**src/rtl/lru_pkg.sv**
```systemverilog
// shared types and constants for the lru page replacement block
package lru_pkg;

  localparam int FRAMES_DEF    = 8;
  localparam int PAGE_BITS_DEF = 16;

  localparam int REF_W   = 16;
  localparam int LIMIT_W = 4;
  localparam int COUNT_W = 4;
  localparam int FAULT_W = 32;
  localparam int IN_W    = 16;
  localparam int OUT_W   = 56;

  localparam logic [LIMIT_W-1:0] LIMIT_RESET = 4'd8;

  // controller to datapath
  typedef struct packed {
    logic load;    // latch reference, restart scan
    logic scan;    // one frame per cycle through the page store
    logic commit;  // update state and load the output register
  } lru_cmd_t;

  // datapath to controller
  typedef struct packed {
    logic scan_done;
    logic out_free;
  } lru_status_t;

endpackage

```
**src/rtl/lru_page_replacement.sv**
```systemverilog
// top level of the lru page replacement block
//
//  channel   dir  handshake                       payload
//  s_axis    in   s_axis_tvalid / s_axis_tready   tdata[15:0] page_ref
//  m_axis    out  m_axis_tvalid / m_axis_tready   tdata: hit, evicted_valid, evicted_page,
//                                                 resident_count, fault_total, zero fill
//  cfg       in   cfg_wr_en                       cfg_wr_data[3:0] frame_limit
//
//  a hit stops the scan at its recency position, a miss walks the whole list; the scan
//  reads one frame a cycle through the single read port of the page store
//  sync reset clears counts, sets the recency list to identity and frame_limit to 8;
//  the page store is not cleared
//  the output register holds a result while the next reference is accepted and scanned;
//  commit of that reference waits until the output register is free
module lru_page_replacement
  import lru_pkg::*;
#(
  parameter int FRAMES    = FRAMES_DEF,
  parameter int PAGE_BITS = PAGE_BITS_DEF
) (
  input  logic               clk,
  input  logic               rst,
  input  logic               s_axis_tvalid,
  output logic               s_axis_tready,
  input  logic [IN_W-1:0]    s_axis_tdata,   // page_ref
  output logic               m_axis_tvalid,
  input  logic               m_axis_tready,
  output logic [OUT_W-1:0]   m_axis_tdata,   // hit, evicted_valid, evicted_page[15:0],
                                             // resident_count[3:0], fault_total[31:0]
  input  logic               cfg_wr_en,
  input  logic [LIMIT_W-1:0] cfg_wr_data
);

  lru_cmd_t    cmd;
  lru_status_t status;

  lru_ctrl u_ctrl (
    .clk           (clk),
    .rst           (rst),
    .s_axis_tvalid (s_axis_tvalid),
    .s_axis_tready (s_axis_tready),
    .status        (status),
    .cmd           (cmd)
  );

  lru_datapath #(
    .FRAMES    (FRAMES),
    .PAGE_BITS (PAGE_BITS)
  ) u_datapath (
    .clk           (clk),
    .rst           (rst),
    .cfg_wr_en     (cfg_wr_en),
    .cfg_wr_data   (cfg_wr_data),
    .page_ref      (s_axis_tdata[REF_W-1:0]),
    .cmd           (cmd),
    .status        (status),
    .m_axis_tready (m_axis_tready),
    .m_axis_tvalid (m_axis_tvalid),
    .m_axis_tdata  (m_axis_tdata)
  );

endmodule

```
**src/rtl/lru_ctrl.sv**
```systemverilog
// controller state machine: accept, scan, commit
module lru_ctrl
  import lru_pkg::*;
(
  input  logic        clk,
  input  logic        rst,
  input  logic        s_axis_tvalid,
  output logic        s_axis_tready,
  input  lru_status_t status,
  output lru_cmd_t    cmd
);

  localparam logic [1:0] S_IDLE   = 2'd0;
  localparam logic [1:0] S_SCAN   = 2'd1;
  localparam logic [1:0] S_COMMIT = 2'd2;

  logic [1:0] state;
  logic [1:0] state_next;

  always_comb begin
    state_next = state;
    unique case (state)
      S_IDLE: begin
        if (s_axis_tvalid) state_next = S_SCAN;
      end
      S_SCAN: begin
        if (status.scan_done) state_next = S_COMMIT;
      end
      S_COMMIT: begin
        if (status.out_free) state_next = S_IDLE;
      end
      default: state_next = S_IDLE;
    endcase
  end

  always_ff @(posedge clk) begin
    if (rst) begin
      state <= S_IDLE;
    end else begin
      state <= state_next;
    end
  end

  assign s_axis_tready = (state == S_IDLE);
  assign cmd.load      = (state == S_IDLE) && s_axis_tvalid;
  assign cmd.scan      = (state == S_SCAN);
  assign cmd.commit    = (state == S_COMMIT) && status.out_free;

endmodule

```
**src/rtl/lru_datapath.sv**
```systemverilog
// datapath: page store, recency list, counters and output register
module lru_datapath
  import lru_pkg::*;
#(
  parameter int FRAMES    = FRAMES_DEF,
  parameter int PAGE_BITS = PAGE_BITS_DEF
) (
  input  logic               clk,
  input  logic               rst,
  input  logic               cfg_wr_en,
  input  logic [LIMIT_W-1:0] cfg_wr_data,
  input  logic [REF_W-1:0]   page_ref,
  input  lru_cmd_t           cmd,
  output lru_status_t        status,
  input  logic               m_axis_tready,
  output logic               m_axis_tvalid,
  output logic [OUT_W-1:0]   m_axis_tdata
);

  localparam int IDX_W = $clog2(FRAMES);
  localparam int CNT_W = $clog2(FRAMES + 1);
  localparam int LIM_W = (CNT_W > LIMIT_W) ? CNT_W : LIMIT_W;

  logic [LIMIT_W-1:0]   frame_limit;
  logic [PAGE_BITS-1:0] page;
  logic [IDX_W-1:0]     recency [FRAMES];
  logic [CNT_W-1:0]     occupied;
  logic [FAULT_W-1:0]   fault_counter;

  // page store, one read port for the scan, one write port at commit
  logic [PAGE_BITS-1:0] pages [FRAMES];
  logic [IDX_W-1:0]     raddr;
  logic [PAGE_BITS-1:0] rdata;

  // scan pipeline
  logic [CNT_W-1:0]     rpos;
  logic                 cmp_valid;
  logic [CNT_W-1:0]     cmp_pos;
  logic [IDX_W-1:0]     cmp_frame;
  logic                 issue;
  logic [IDX_W-1:0]     rd_idx;
  logic                 match;
  logic                 last;

  // scan result
  logic                 hit_r;
  logic [CNT_W-1:0]     last_pos;
  logic [IDX_W-1:0]     last_frame;
  logic [PAGE_BITS-1:0] last_page;

  // output register
  logic                 out_hit;
  logic                 out_evicted_valid;
  logic [REF_W-1:0]     out_evicted_page;
  logic [COUNT_W-1:0]   out_resident_count;
  logic [FAULT_W-1:0]   out_fault_total;

  logic [PAGE_BITS+REF_W-1:0] ref_ext;
  logic [PAGE_BITS+REF_W-1:0] ev_ext;
  logic [LIM_W-1:0]     lim_ext;
  logic [LIM_W-1:0]     eff_limit;
  logic                 miss;
  logic                 evict;
  logic                 fill;
  logic [CNT_W-1:0]     move_pos;
  logic [IDX_W-1:0]     move_frame;
  logic [CNT_W-1:0]     occupied_next;
  logic [FAULT_W-1:0]   fault_next;

  assign ref_ext = {{PAGE_BITS{1'b0}}, page_ref};
  assign ev_ext  = {{REF_W{1'b0}}, last_page};

  // limit of zero acts as one, above the frame count acts as the frame count
  assign lim_ext   = LIM_W'(frame_limit);
  assign eff_limit = (frame_limit == '0) ? LIM_W'(1) :
                     (lim_ext > LIM_W'(FRAMES)) ? LIM_W'(FRAMES) : lim_ext;

  assign miss  = !hit_r;
  assign evict = miss && (LIM_W'(occupied) >= eff_limit);
  assign fill  = miss && !evict;

  // hit or evict moves the found entry to the front, a fill puts the new frame there
  assign move_pos   = fill ? occupied : last_pos;
  assign move_frame = fill ? occupied[IDX_W-1:0] : last_frame;

  assign occupied_next = fill ? occupied + CNT_W'(1) : occupied;
  assign fault_next    = (miss && !(&fault_counter)) ? fault_counter + FAULT_W'(1)
                                                     : fault_counter;

  assign issue  = rpos < occupied;
  assign rd_idx = issue ? rpos[IDX_W-1:0] : '0;
  assign raddr  = recency[rd_idx];
  assign match  = cmp_valid && (rdata == page);
  assign last   = cmp_valid && (cmp_pos == occupied - CNT_W'(1));

  assign status.scan_done = match || last || (occupied == '0);
  assign status.out_free  = !m_axis_tvalid || m_axis_tready;

  always_ff @(posedge clk) begin
    rdata <= pages[raddr];
    if (cmd.commit && miss) begin
      pages[move_frame] <= page;
    end
  end

  always_ff @(posedge clk) begin
    if (rst) begin
      frame_limit   <= LIMIT_RESET;
      occupied      <= '0;
      fault_counter <= '0;
      cmp_valid     <= 1'b0;
      rpos          <= '0;
      m_axis_tvalid <= 1'b0;
      for (int i = 0; i < FRAMES; i++) begin
        recency[i] <= IDX_W'(i);
      end
    end else begin
      if (cfg_wr_en) begin
        frame_limit <= cfg_wr_data;
      end
      if (cmd.load) begin
        rpos      <= '0;
        cmp_valid <= 1'b0;
      end else if (cmd.scan) begin
        cmp_valid <= issue;
        if (issue) begin
          rpos <= rpos + CNT_W'(1);
        end
      end
      if (cmd.commit) begin
        occupied      <= occupied_next;
        fault_counter <= fault_next;
        m_axis_tvalid <= 1'b1;
        for (int i = 0; i < FRAMES; i++) begin
          if (i == 0) begin
            recency[i] <= move_frame;
          end else if (CNT_W'(i) <= move_pos) begin
            recency[i] <= recency[i-1];
          end
        end
      end else if (m_axis_tvalid && m_axis_tready) begin
        m_axis_tvalid <= 1'b0;
      end
    end
  end

  // payload registers
  always_ff @(posedge clk) begin
    if (cmd.load) begin
      page <= ref_ext[PAGE_BITS-1:0];
    end
    if (cmd.scan) begin
      cmp_pos   <= rpos;
      cmp_frame <= raddr;
      if (status.scan_done) begin
        hit_r      <= match;
        last_pos   <= cmp_pos;
        last_frame <= cmp_frame;
        last_page  <= rdata;
      end
    end
    if (cmd.commit) begin
      out_hit            <= hit_r;
      out_evicted_valid  <= evict;
      out_evicted_page   <= evict ? ev_ext[REF_W-1:0] : '0;
      out_resident_count <= occupied_next[COUNT_W-1:0];
      out_fault_total    <= fault_next;
    end
  end

  assign m_axis_tdata = {2'b00, out_fault_total, out_resident_count, out_evicted_page,
                         out_evicted_valid, out_hit};

endmodule
```
**config.mk**
```make
export PLATFORM = sky130hd
export DESIGN_NAME = lru_page_replacement
export DESIGN_NICKNAME = d
export VERILOG_FILES = /design/src/rtl/lru_pkg.sv /design/src/rtl/lru_page_replacement.sv /design/src/rtl/lru_ctrl.sv /design/src/rtl/lru_datapath.sv
export SDC_FILE = /design/constraint.sdc
export NUM_CORES = 1
export LEC_CHECK = 0
export ABC_AREA = 1
export BUFFER_PORTS_ARGS = -buffer_cell sky130_fd_sc_hd__buf_2
export CAP_MARGIN = 20
export CORE_MARGIN = 8
export CORE_UTILIZATION = 55
export CTS_CLUSTER_SIZE = 28
export DETAILED_ROUTE_END_ITERATION = 16
export PLACE_DENSITY = 0.74
export SKIP_LAST_GASP = 1
export SYNTH_ARGS = -nofsm -noshare
export SYNTH_HDL_FRONTEND = slang
export SYNTH_HIERARCHICAL = 1
export SYNTH_SLANG_ARGS = --single-unit
```
**constraint.sdc**
```tcl
create_clock -name clk -period 5.7 [get_ports clk]
set_input_delay 1.14 -clock clk [delete_from_list [all_inputs] [get_ports clk]]
set_output_delay 1.14 -clock clk [all_outputs]
set_load 0.02 [all_outputs]
```
==> flow_results.org, run 1 <==
** Status
- The run finished with clean final reports.

** CTS
- CTS built an H-tree with a depth of 2.
- Maximum root-to-sink buffer count :: 3
- After clock tree synthesis, the clock-pin slew on the worst setup and hold paths is 60 ps.
- Post-CTS setup repair buffer count :: 0
- The clock net in this run drives a total of 317 sinks.
- Clock latency on the worst-skew pair, taken at its later pin, is 520 ps.
- Gates resized during post-CTS repair numbered 0.
- Clock tree root driver cell :: sky130_fd_sc_hd__clkbuf_16
- TritonCTS clock tree :: done
- For this design, the CTS-stage hold fixing added 0 buffers.
- Clock buffers created by TritonCTS :: 34

** Setup path
- Walking the worst path, the cells encountered are inv_1, ha_1, nand2_1, inv_1, nand2_2, nand3_1, nand2_1, nand3_1, nand3_2, nand2_2, buf_4, nand2_1, nand3_1, nand2_1, nand2_1, nand2_1.
- Critical Path Sink Type :: flop
- In this design, the stage delay of the slowest critical-path cell is 500 ps.
- Required @ worst endpoint :: 6120 ps
- Largest fanout of any net on the critical path :: 42
- Cell with the largest stage delay on the worst path :: sky130_fd_sc_hd__buf_4
- Cell repeated most along the worst path :: sky130_fd_sc_hd__nand2_1
- The worst setup path is launched from a flop.
- Critical Setup Path Class :: flop to flop
- Arrival time of data at the critical path endpoint :: 3820 ps

** STA
- Highest attainable clock frequency :: 0.293 GHz
- Setup total negative slack on the finished layout was measured at 0 ps.
- Slew at the pin closest to its max-slew limit :: 1070 ps
- Of the available clock period, the critical path in the final layout requires 59.8%.
- Final hold violation count :: 0
- Post-layout minimum cycle time :: 3410 ps
- Min setup slack post-route :: 2290 ps
- Setup repair after global routing missed its margin :: no
- Setup violations remaining at the end of the flow were counted as 0.
- Final clock skew :: 25.6 ps
- Max-slew violations :: 0
- Measured against its own limit, the worst slew margin works out to 28.2%.

** GRT
- Global route overflow :: 0
- Global routing used 19.5% of the available tracks across all layers.
- Number of global-route vias before repair :: 9125
- Entering global routing, the biggest net connects 65 pins.
- The number of antenna violations at the first check in global routing came to 0.
- First-pass GRT wire length :: 47700 um

** Pwr
- VDD IR max :: 0.285 mV
- Power per unit of standard cell area :: 320 nW/um2
- P_leak :: 6.39 nW

** Logic synthesis
- Syn_area_per_cell :: 10.3 um2
- In this run, synthesis produced a sequential element count of 317.
- Ys Warns :: 6
- Synth unique cells :: 42
- Area of the mapped netlist :: 13900 um2
- Area share of the largest cell type after synthesis :: 54.7%
- In the synthesized netlist, mux cells make up 0% of the area.
- Synth Area in XOR/XNOR :: 2.52%
- In the synthesized netlist the async set-or-reset flop fraction comes to 0%.
- By area, the combinational part of the netlist is dominated by simple AND/OR/NAND/NOR gates.
- The biggest area contributor in the post-synthesis netlist is sky130_fd_sc_hd__edfxtp_1.
- Most frequently used flop master after synthesis :: sky130_fd_sc_hd__edfxtp_1
- Number of synthesized flops with an enable pin :: 253
- Of the total synthesized cell area, the portion taken by full adders, half adders and majority gates is 0.991%.
- Summing the areas of all compound-gate instances in the mapped netlist gives 3.64% of the synthesized area.
- Synthesis handed over a netlist of 1354 instances.
- Basic-gate share of the synthesized area counting and, or, nand and nor cells :: 20.8%
- For this run, the register share of the synthesized area comes to 63.9%.
- Cell types with the largest area share after synthesis :: sky130_fd_sc_hd__edfxtp_1, sky130_fd_sc_hd__dfxtp_1, sky130_fd_sc_hd__nand2_1

** Floorplanning
- The floorplan has 58 rows.
- Total core area :: 25000 um2
- In this run the vertical extent of the chip is 175 um.
- Die X-Extent :: 175 um
- For this configuration, the core starts out at a cell density of 55.6%.
- The die covers 30600 um2.
- 83 I/O pins were placed.

** Detailed routing
- Vias per cell :: 5.35
- Wire length per cell :: 17.0 um
- Overall via count from detail_route :: 9578
- After the first detailed-routing iteration, the DRC count stood at 851.
- Once detail routing completed, the nets flagged for antenna violations numbered 0.
- Summed over all layers, the routed wires come to 30400 um.
- DRC errors left :: 0
- For this run, the detailed router's first-pass iteration total came to 5.

** Finish
- Fraction of final layout cells sized beyond drive strength 1 :: 12.0%
- Antenna diode instance count :: 0
- Area growth from synthesis to final layout :: 12.4%
- Final net count :: 1471

** Job
- Across the run, the number of max-cap violations was 0.

** Place
- Port Buffer Count :: 80
- Routability-driven placement finished with a final weighted congestion of 0.939.
- Before CTS, the worst setup slack after placement is 2040 ps.
- DPL Wire Length :: 19800 um

** Min path
- The worst hold path belongs to the class flop to flop.
[cell usage in the layout, fill, tap and decap left out, types with 11 or more instances in the layout]
master / count
sky130_fd_sc_hd__inv_1: 203
sky130_fd_sc_hd__dfxtp_1: 64
sky130_fd_sc_hd__ha_1: 11
sky130_fd_sc_hd__nand3b_1: 49
sky130_fd_sc_hd__nand3_1: 116
sky130_fd_sc_hd__xor2_1: 35
sky130_fd_sc_hd__nor3_1: 25
sky130_fd_sc_hd__edfxtp_1: 253
sky130_fd_sc_hd__nand2_1: 318
sky130_fd_sc_hd__nor2_1: 80
sky130_fd_sc_hd__clkbuf_16: 35
sky130_fd_sc_hd__nand4_1: 21
sky130_fd_sc_hd__buf_4: 15
sky130_fd_sc_hd__o21ai_0: 48
sky130_fd_sc_hd__buf_2: 80
sky130_fd_sc_hd__a21oi_1: 13
[final timing paths]
path         cells past startpoint                  endpoint  slack [ps]               startpoint
max                             16       u_datapath/rdata[8]        2290   u_datapath/occupied[3]
min                              0  u_datapath/last_frame[0]         410  u_datapath/cmp_frame[0]
max reg2reg                     16       u_datapath/rdata[8]        2290   u_datapath/occupied[3]
min reg2reg                      0  u_datapath/last_frame[0]         410  u_datapath/cmp_frame[0]
[per-layer routing]
| metal | GRT usage [%] | part of all wire, % | wire, um |
|---|---|---|---|
| met5 | 0 | 0 | 0 |
| met4 | 7.77 | 3.4 | 1040 |
| met3 | 3.69 | 6.4 | 1940 |
| met2 | 32.3 | 47 | 14300 |
| met1 | 25.0 | 43 | 13100 |
[flip-flops by register name, summed over array words and instances, names as in the netlist, 2 cells and up]
| signal | cells |
|---|---|
| u_datapath/last_pos | 4 |
| u_datapath/out_fault_total | 32 |
| u_datapath/cmp_frame | 3 |
| u_datapath/occupied | 4 |
| u_datapath/page | 16 |
| u_datapath/cmp_pos | 4 |
| u_datapath/last_frame | 3 |
| u_ctrl/state | 2 |
| u_datapath/out_evicted_page | 16 |
| u_datapath/last_page | 16 |
| u_datapath/pages | 128 |
| u_datapath/recency | 24 |
| u_datapath/rpos | 4 |
| u_datapath/rdata | 16 |
| u_datapath/out_resident_count | 4 |
| u_datapath/frame_limit | 4 |
| u_datapath/fault_counter | 32 |
[power breakdown]
| group | total [mW] | switching, mW | internal (mW) |
|---|---|---|---|
| combinational | 0.237 | 0.171 | 0.0663 |
| sequential | 2.60 | 0.0447 | 2.56 |
| clock | 2.15 | 0.867 | 1.28 |
| total | 4.99 | 1.08 | 3.91 |
[cell type report]
| class | count | area (um2) |
|---|---|---|
| inverters | 209 | 787 |
| multi-input cells | 778 | 3920 |
| repair buffers | 95 | 513 |
| fillers | 1994 | 9350 |
| clock buffers | 43 | 916 |
| flip-flops and latches | 317 | 8880 |
| clock inverters | 17 | 183 |
| well taps | 330 | 413 |
[metrics by stage]
step | area (um2) | total power [mW] | hold WS [ps] | utilization, % | instances
after detailed placement | 14500 | 2.89 | 405 | 58.1 | 1728
after floorplan | 13900 | 2.81 | 400 | - | 1355
after CTS | 15600 | 5.03 | 419 | 62.5 | 1788
final | 15600 | 4.99 | 415 | 62.5 | 1789
after global placement | 14500 | 2.88 | 403 | 58.1 | 1728
after global routing | 15600 | 5.15 | 427 | 62.5 | 1789
[synthesized netlist by cell type, types with 3 or more instances]
master	number
sky130_fd_sc_hd__nor2_1	82
sky130_fd_sc_hd__a211oi_1	3
sky130_fd_sc_hd__buf_6	7
sky130_fd_sc_hd__xnor2_1	5
sky130_fd_sc_hd__xor2_1	35
sky130_fd_sc_hd__edfxtp_1	253
sky130_fd_sc_hd__nand2_2	4
sky130_fd_sc_hd__nand3_1	118
sky130_fd_sc_hd__o21ai_1	3
sky130_fd_sc_hd__dfxtp_1	64
sky130_fd_sc_hd__inv_1	203
sky130_fd_sc_hd__or2_2	6
sky130_fd_sc_hd__a21oi_1	13
sky130_fd_sc_hd__clkbuf_1	12
sky130_fd_sc_hd__nor3_1	25
sky130_fd_sc_hd__o211ai_1	3
sky130_fd_sc_hd__o22ai_1	7
sky130_fd_sc_hd__nand3b_1	49
sky130_fd_sc_hd__buf_2	12
sky130_fd_sc_hd__inv_2	5
sky130_fd_sc_hd__a22o_1	5
sky130_fd_sc_hd__ha_1	11
sky130_fd_sc_hd__nand4_1	21
sky130_fd_sc_hd__o21ai_0	48
sky130_fd_sc_hd__buf_4	20
sky130_fd_sc_hd__nand2_1	319
[logic make-up (layout without fill, tap and decap cells)]
family | count (synthesis) | after routing
and+or+nand+nor | 636 | 636
DFF | 317 | 317
buffers and inverters | 260 | 364
AOI/OAI and AO/OA | 89 | 89
xor gates and xnor gates | 40 | 40
adders and majority gates | 11 | 11
other | 1 | 2
[critical path, delay by kind of cell, from the launching register on]
kind / cells / cell delay (ps)
AND/OR/NAND/NOR: 12 / 1720
adder cells (fa/ha/maj): 1 / 340
flip-flops: 1 / 470
buffers and inverters: 3 / 730
Note: power is estimated with default switching activity, not from simulation.
==> run 2, diff against run 1 <==
- CORE_UTILIZATION: 55 -> 61
- PLACE_DENSITY: 0.74 -> 0.78
- clock period: 5.7 -> 3.3 ns (I/O delays scaled with it)
==> flow_results.org, run 2 (synthesis gave the netlist of run 1 again) <==
** Finish
- Commonest non-fill, non-tap cell in the layout :: sky130_fd_sc_hd__nand2_1
- Largest registers :: u_datapath/pages: 128 flops, u_datapath/fault_counter: 32 flops, u_datapath/out_fault_total: 32 flops
- The flip-flop count of the largest register, all copies and words added is 128 (unchanged).
- Register bank with the most flops :: u_datapath/pages
- FILL cells :: 1619 (-19%)
- Most frequent cells in the layout :: sky130_fd_sc_hd__nand2_1, sky130_fd_sc_hd__edfxtp_1, sky130_fd_sc_hd__inv_1, sky130_fd_sc_hd__nand3_1
- Post-Layout Inst Area :: 15700 um2 (+0.37%)
- The utilization of the core after routing is 69.6% (+7.1 points).
- The number of antenna repair diodes came to 0 (unchanged).
- Fraction of final layout cells sized beyond drive strength 1 :: 12.8% (+0.78 points)
- Area growth from synthesis to final layout :: 12.8%
- Final net count :: 1482 (+0.75%)

** GRT
- The met2 global-route usage is 35.0% (+2.6 points).
- The residual overflow from global routing is 0 (unchanged).
- Met3 demand-to-capacity share in global routing :: 4.07% (+0.38 points)
- In this run the most used layer during global routing was met2.
- Global-route usage over all layers :: 21.7% (+2.2 points)
- The number of antenna violations at the first check in global routing is 0 (unchanged).
- The number of global-route vias before repair came to 9085 (-0.44%).
- The largest net degree at the start of global routing came to 66 (+1.5%).
- The met1 routing resource usage after global routing was 29.2% (+4.2 points).
- The global-route wire length before repair is 48500 um (+1.8%).

** Floorplanning
- Row Count :: 55 (-5.2%)
- Die X-Extent :: 167 um (-4.6%)
- The starting density of the core came to 61.7% (+6.1 points).
- Total core area :: 22500 um2 (-9.9%)
- The number of top-level pins is 83 (unchanged).
- Overall die height :: 167 um (-4.6%)
- Total die area :: 27900 um2 (-9.0%)

** Setup path
- Startpoint of the worst-slack reg-to-reg timing path :: u_datapath/occupied[3]
- Required @ worst endpoint :: 3480 ps (-2640 ps)
- Worst R2R Path Depth :: 10 (-6)
- The worst setup path is captured at a flop.
- STA classifies the critical path startpoint as a flop.
- The maximum fanout along the worst path was 16 (-62%).
- The number of buffers and inverters on the critical path was 2 (-1).
- Walking the worst path, the cells encountered are ha_1, a21o_1, a31oi_1, nand3_1, inv_2, nand2_1, o21ai_0, nand2_1, nor2_1, buf_4.
- Cell type group with the largest total delay on the critical path :: simple AND/OR/NAND/NOR gates
- The critical path in this run is classified as flop to flop.
- The slack of the worst reg-to-reg path is 230 ps (-2070 ps).
- The slowest stage of the critical path is the sky130_fd_sc_hd__dfxtp_1 cell.
- The most numerous cell type found on the critical path is sky130_fd_sc_hd__nand2_1.
- First element of the critical path :: u_datapath/occupied[3]
- Arrival time of data at the critical path endpoint :: 3250 ps (-570 ps)
- The longest individual stage delay on the worst path is 420 ps (-80 ps).
- Terminus of the critical flop-to-flop path :: u_datapath/pages[6][15]

** Detailed routing
- Wire length per cell :: 17.6 um (+3.7%)
- The final wirelength came to 30900 um (+1.8%).
- The number of vias per cell after detailed routing is 5.53 (+3.2%).
- Number of DRC markers in iteration 0 :: 986 (+16%)
- Number of routed nets with antenna violations :: 0 (unchanged)
- The number of vias after detailed routing is 9709 (+1.4%).
- The number of detailed-routing iterations run before antenna repair was 5 (unchanged).
- DRC errors left :: 0 (unchanged)

** Job
- The count of max-cap constraint violations is 0 (unchanged).

** CTS
- The number of buffers inserted by post-CTS setup repair is 0 (unchanged).
- Number of gates resized after cts :: 0 (unchanged)
- Clock transition at path regs :: 60 ps (about the same)
- The maximum count of clock buffers along a single path is 3 (unchanged).
- The number of sinks on the clock net was 317 (unchanged).
- TritonCTS clock tree :: done
- Number of H-tree branching levels :: 2 (unchanged)
- The clock latency at the later pin of the worst-skew pair came to 510 ps (about the same).
- Clock buffers created by TritonCTS :: 34 (unchanged)
- The hold buffer count at CTS came to 0 (unchanged).
- The cell sitting at the root of the clock tree is a sky130_fd_sc_hd__clkbuf_16.

** STA
- The max-slew headroom at the worst pin is 47.0% (+19 points).
- Final Cycle Share :: 93.2% (+33 points)
- Post-layout minimum cycle time :: 3070 ps (-334 ps)
- The final-report max-slew violation count is 0 (unchanged).
- Slew at the pin closest to its max-slew limit :: 794 ps (-278 ps)
- # setup viols final :: 0 (unchanged)
- The count of endpoints failing hold in the final timing report is 0 (unchanged).
- The worst hold margin was 318 ps (-96.7 ps).
- Highest attainable clock frequency :: 0.325 GHz (+11%)
- The clock skew after layout is 21.2 ps (-4.35 ps).
- Setup repair after global routing missed its margin :: no

** Min path
- The worst hold path stage count was 1 (+1).
- Type of the worst min-delay path :: input port to flop
- The path with the worst hold slack has its endpoint at u_datapath/page[8].
- The worst hold path begins at s_axis_tdata[8].

** Pwr
- P_leak :: 6.44 nW (+0.76%)
- The total power came to 8.57 mW (+72%).
- VDD IR max :: 0.503 mV (+77%)
- The total power divided by cell area was 547 nW/um2 (+71%).

** Place
- The placed wire-length estimate came to 20800 um (+5.3%).
- Cell area after placement :: 14600 um2 (+0.53%)
- The routability congestion estimate was 0.955 (+1.8%).
- The number of port buffers is 80 (unchanged).

** Status
- The flow ran to the end, and the final reports show no timing, DRC or antenna violations.
[run 2: per-stage QoR]
step,worst slack [ps],std cells,setup TNS (ps)
detailed placement,285,1695,0
global route,23.1,1757,0
floorplan,-11.9,1355,-764
CTS,268,1757,0
global placement,401,1695,0
finish,225,1757,0
[run 2: how the worst max path moves through the flow]
stage	cells after the start	to	slack (ps)
floorplan	8	u_datapath/pages[6][0]	-10
global placement	11	u_datapath/pages[0][14]	400
detailed placement	11	u_datapath/pages[2][11]	290
CTS	11	u_datapath/pages[2][6]	270
global route	13	u_datapath/pages[0][15]	20
finish	10	u_datapath/pages[6][15]	230
[run 2: power breakdown]
group | switching, mW | internal (mW) | total (mW)
sequential | 0.0724 | 4.42 | 4.49
clock | 1.53 | 2.10 | 3.64
combinational | 0.316 | 0.127 | 0.443
[run 2: final cells by class]
class / count / area, um2 / area share, %
clock buffers: 45 / 932 / 5.95
multi-input cells: 778 / 3920 / 25.0
well taps: 285 / 357 / 2.28
clock inverters: 17 / 155 / 0.990
inverters: 209 / 787 / 5.02
repair buffers: 106 / 646 / 4.12
flip-flops and latches: 317 / 8880 / 56.7
[run 2: worst reg2reg max path, stage by stage (launching register included)]
cell,delay (ps)
sky130_fd_sc_hd__dfxtp_1,420
sky130_fd_sc_hd__ha_1,290
sky130_fd_sc_hd__a21o_1,180
sky130_fd_sc_hd__a31oi_1,210
sky130_fd_sc_hd__nand3_1,330
sky130_fd_sc_hd__inv_2,240
sky130_fd_sc_hd__nand2_1,140
sky130_fd_sc_hd__o21ai_0,250
sky130_fd_sc_hd__nand2_1,240
sky130_fd_sc_hd__nor2_1,150
sky130_fd_sc_hd__buf_4,280
[run 2: layer usage]
metal,up-vias,wire [um]
li1,4662,-
met1,4513,13100
met2,483,14500
met3,51,2690
met4,0,692
met5,-,0
==> run 3, diff against run 2 <==
- CORE_UTILIZATION: 61 -> 63
- CTS_BUF_LIST: default -> sky130_fd_sc_hd__clkbuf_8
- PLACE_DENSITY: 0.78 -> 0.8
- SYNTH_HIERARCHICAL: 1 -> default
==> flow_results.org, run 3 <==
** Job
- Max capacitance violation total :: 0 (unchanged)

** CTS
- The clock transition at the register clock pins on the worst setup and hold paths after CTS came to 60 ps (about the same).
- The total clock buffers created by CTS was 51 (+50%).
- The maximum count of clock buffers along a single path was 3 (unchanged).
- The hold buffer count at CTS came to 0 (unchanged).
- Worst-skew pair later-pin latency :: 570 ps (+60 ps)
- The number of sinks on the clock net came to 317 (unchanged).
- The H-tree level count was 2 (unchanged).
- TritonCTS built the clock tree.
- Clock tree root driver cell :: sky130_fd_sc_hd__clkbuf_8

** GRT
- Number of global-route vias before repair :: 9314 (+2.5%)
- The number of antenna violations at the first check in global routing is 0 (unchanged).
- The global-route usage over all layers came to 21.7% (+0.053 points).
- The largest net degree at the start of global routing came to 65 (-1.5%).
- The residual overflow from global routing came to 0 (unchanged).
- The global-route wire length before repair came to 46200 um (-4.7%).

** STA
- The count of endpoints failing hold in the final timing report was 0 (unchanged).
- The max-slew headroom at the worst pin was 36.4% (-11 points).
- Setup repair after global routing left no endpoint under its margin.
- Slew at the pin closest to its max-slew limit :: 952 ps (+158 ps)
- The final-report max-slew violation count came to 0 (unchanged).
- The clock skew after layout came to 23.8 ps (+2.55 ps).
- The final-report setup violation count came to 0 (unchanged).
- Final Cycle Share :: 91.9% (-1.3 points)
- The worst hold margin is 276 ps (-41.6 ps).
- The maximum achievable frequency was 0.330 GHz (+1.4%).
- The worst setup margin came to 269 ps (+43.7 ps).
- The final critical-path required period is 3030 ps (-43.7 ps).
- Total negative setup slack :: 0 ps (unchanged)

** Setup path
- Total buffers and inverters traversed by the critical path :: 3 (+1)
- Slowest Stage Delay on Critical Path :: 330 ps (-90 ps)
- Critical Path Sink Type :: flop
- The cell family contributing the most delay on the critical path is simple AND/OR/NAND/NOR gates.
- Arrival time of data at the critical path endpoint :: 3270 ps (+20 ps)
- STA classifies the critical path startpoint as a flop.
- Required @ worst endpoint :: 3540 ps (+60 ps)
- The setup path with the least slack is of type flop to flop.
- Cell with the largest stage delay on the worst path :: sky130_fd_sc_hd__dfxtp_1
- The critical path goes through nor3_1, o21ai_0, ha_1, inv_1, o21bai_1, a31oi_1, nand3_2, inv_1, nand2_1, o21ai_1, nand2_1, nor2_1, buf_4.
- The maximum fanout along the worst path is 16 (unchanged).

** Place
- Port Buffer Count :: 80 (unchanged)
- Number of placed instances with taps included :: 1672 (-1.4%)
- The placed wire-length estimate was 20300 um (-2.7%).
- The cell area after placement is 14500 um2 (-0.55%).
- Pre-CTS setup slack :: 248 ps (-37.6 ps)
- Placer Congestion :: 0.898 (-6.0%)

** Finish
- Compared with the post-synthesis result, the final layout area differs by 11.8%.
- The total number of nets in the final design is 1481 (-0.067%).
- Non-Filler Instances :: 1764 (+0.40%)
- Register bank with the most flops :: u_datapath.pages
- Post-Layout Inst Area :: 15400 um2 (-1.6%)
- Core Util, Final :: 71.1% (+1.5 points)
- The number of inserted filler cells in the final layout is 1560 (-3.6%).
- Leaving out fill and tap cells, the most frequent cell in the layout is sky130_fd_sc_hd__nand2_1.
- Flip-flop count of the largest register, all copies and words added :: 128 (unchanged)
- The share of post-route cells with drive strength above 1 was 13.1% (+0.30 points).
- Antenna diode instance count :: 0 (unchanged)
- Combined area of the multi-input logic cells :: 3830 um2 (-2.1%)
- The largest registers in the layout are u_datapath.pages: 128 flops, u_datapath.fault_counter: 32 flops, u_datapath.out_fault_total: 32 flops.
- The sequential cell area in the final layout came to 8880 um2 (unchanged).
- In the layout the commonest cells are sky130_fd_sc_hd__nand2_1, sky130_fd_sc_hd__edfxtp_1, sky130_fd_sc_hd__inv_1, sky130_fd_sc_hd__nand3_1, sky130_fd_sc_hd__nor2_1.

** Logic synthesis
- Area of the mapped netlist :: 13800 um2 (-0.71%)
- In the synthesized netlist the dominant register cell turns out to be sky130_fd_sc_hd__edfxtp_1.
- The average size of a mapped cell is 10.4 um2 (+1.0%).
- Cell types with the largest area share after synthesis :: sky130_fd_sc_hd__edfxtp_1, sky130_fd_sc_hd__dfxtp_1, sky130_fd_sc_hd__nand2_1
- By count the netlist is led by sky130_fd_sc_hd__nand2_1, sky130_fd_sc_hd__edfxtp_1, sky130_fd_sc_hd__inv_1, sky130_fd_sc_hd__nand3_1, sky130_fd_sc_hd__nor2_1.
- Most used standard cell by instance count after synthesis :: sky130_fd_sc_hd__nand2_1
- Number of synthesized register bits :: 317 (unchanged)
- The fraction of the yosys area taken by sequential cells was 64.4% (+0.46 points).
- Number of synthesized flops with an enable pin :: 253 (unchanged)
- The largest total area in the synthesized netlist belongs to sky130_fd_sc_hd__edfxtp_1.
- The gate count of the mapped netlist is 1331 (-1.7%).
- Ys Warns :: 0 (-6)
- Area share of the largest cell type after synthesis :: 55.1% (+0.39 points)
- The async set-or-reset flop fraction in the synthesized netlist came to 0% (unchanged).
- The number of library cell types mapped by synthesis was 45 (+7.1%).

** Floorplanning
- The number of top-level pins is 83 (unchanged).
- The floorplan die height was 164 um (-1.8%).
- Row Count :: 54 (-1.8%)
- Total die area :: 26900 um2 (-3.5%)
- Starting utilization of the core area :: 63.6% (+1.9 points)
- The core area was 21700 um2 (-3.6%).
- The die boundary width came to 164 um (-1.8%).

** Detailed routing
- Wire length reported by the detailed router :: 29100 um (-5.8%)
- The number of vias per cell after detailed routing was 5.38 (-2.6%).
- The number of vias after detailed routing is 9491 (-2.2%).
- Number of routed nets with antenna violations :: 0 (unchanged)
- Number of DRC markers in iteration 0 :: 724 (-27%)
- DRC errors left :: 0 (unchanged)
- The wire length per cell after detailed routing was 16.5 um (-6.1%).
- The number of detailed-routing iterations run before antenna repair is 5 (unchanged).

** Pwr
- The worst vdd rail ir drop is 0.483 mV (-4.1%).
- Power per unit of standard cell area :: 520 nW/um2 (-4.9%)
- P_leak :: 6.44 nW (about the same)
- The total power was 8.03 mW (-6.4%).

** Min path
- Type of the worst min-delay path :: input port to flop

** Status
- Result of the run :: finished, final reports clean
==> run 3: cell types whose count changed in the layout (fill, tap and decap cells not counted), moves of 7 or more <==
cell	change
sky130_fd_sc_hd__clkbuf_8	+50
sky130_fd_sc_hd__nand2_1	-20
sky130_fd_sc_hd__clkinv_1	+13
sky130_fd_sc_hd__clkbuf_16	-34
sky130_fd_sc_hd__nor2_1	+8
sky130_fd_sc_hd__clkbuf_1	-7
sky130_fd_sc_hd__o21ai_1	+9
sky130_fd_sc_hd__inv_1	+15
sky130_fd_sc_hd__nand3_1	-7
==> run 3: cell type report <==
| cell class | count | share of cell area, % |
|---|---|---|
| Sequential cell | 317 | 57.6 |
| Multi-Input combinational cell | 760 | 24.9 |
| Inverter | 206 | 5.02 |
| Clock buffer | 54 | 4.82 |
| Timing Repair Buffer | 109 | 4.33 |
| Tap cell | 280 | 2.27 |
| Clock inverter | 38 | 1.14 |
==> run 3: final timing paths <==
path | cells after the start | endpoint | slack [ps] | startpoint
setup / recovery | 13 | u_datapath.pages[0][11] | 270 | u_datapath.frame_limit[0]
hold / removal | 1 | u_datapath.page[4] | 280 | s_axis_tdata[4]
setup reg to reg | 13 | u_datapath.pages[0][11] | 270 | u_datapath.frame_limit[0]
hold reg to reg | 0 | u_datapath.last_frame[2] | 420 | u_datapath.cmp_frame[2]
==> run 3: power breakdown <==
group / internal, mW / leakage [nW] / switching (mW) / total, mW
logic: 0.141 / 3.06 / 0.342 / 0.484
clock network: 1.58 / 0.535 / 1.46 / 3.04
registers: 4.44 / 2.84 / 0.0708 / 4.51
total: 6.16 / 6.44 / 1.87 / 8.03
==> run 3: kinds of logic after synthesis <==
family / after synthesis / share of synthesized area, %
buffers and inverters: 255 / 7.89
other: 1 / 0.0272
xor gates and xnor gates: 43 / 2.73
adders and majority gates: 11 / 0.998
AOI/OAI and AO/OA: 91 / 3.74
DFF: 317 / 64.4
and+or+nand+nor: 613 / 20.2
==> run 3: timing repair <==
action,in CTS,in global routing
setup buffers,0,0
resized for setup,0,5
endpoints found under the setup margin,0,102
==> run 3: routing by layer <==
metal / global-route usage [%] / routed length (um) / up-vias
li1: - / - / 4634
met1: 28.6 / 12100 / 4399
met2: 35.9 / 13800 / 392
met3: 3.73 / 2440 / 66
met4: 7.98 / 798 / 0
met5: 0 / 0 / -
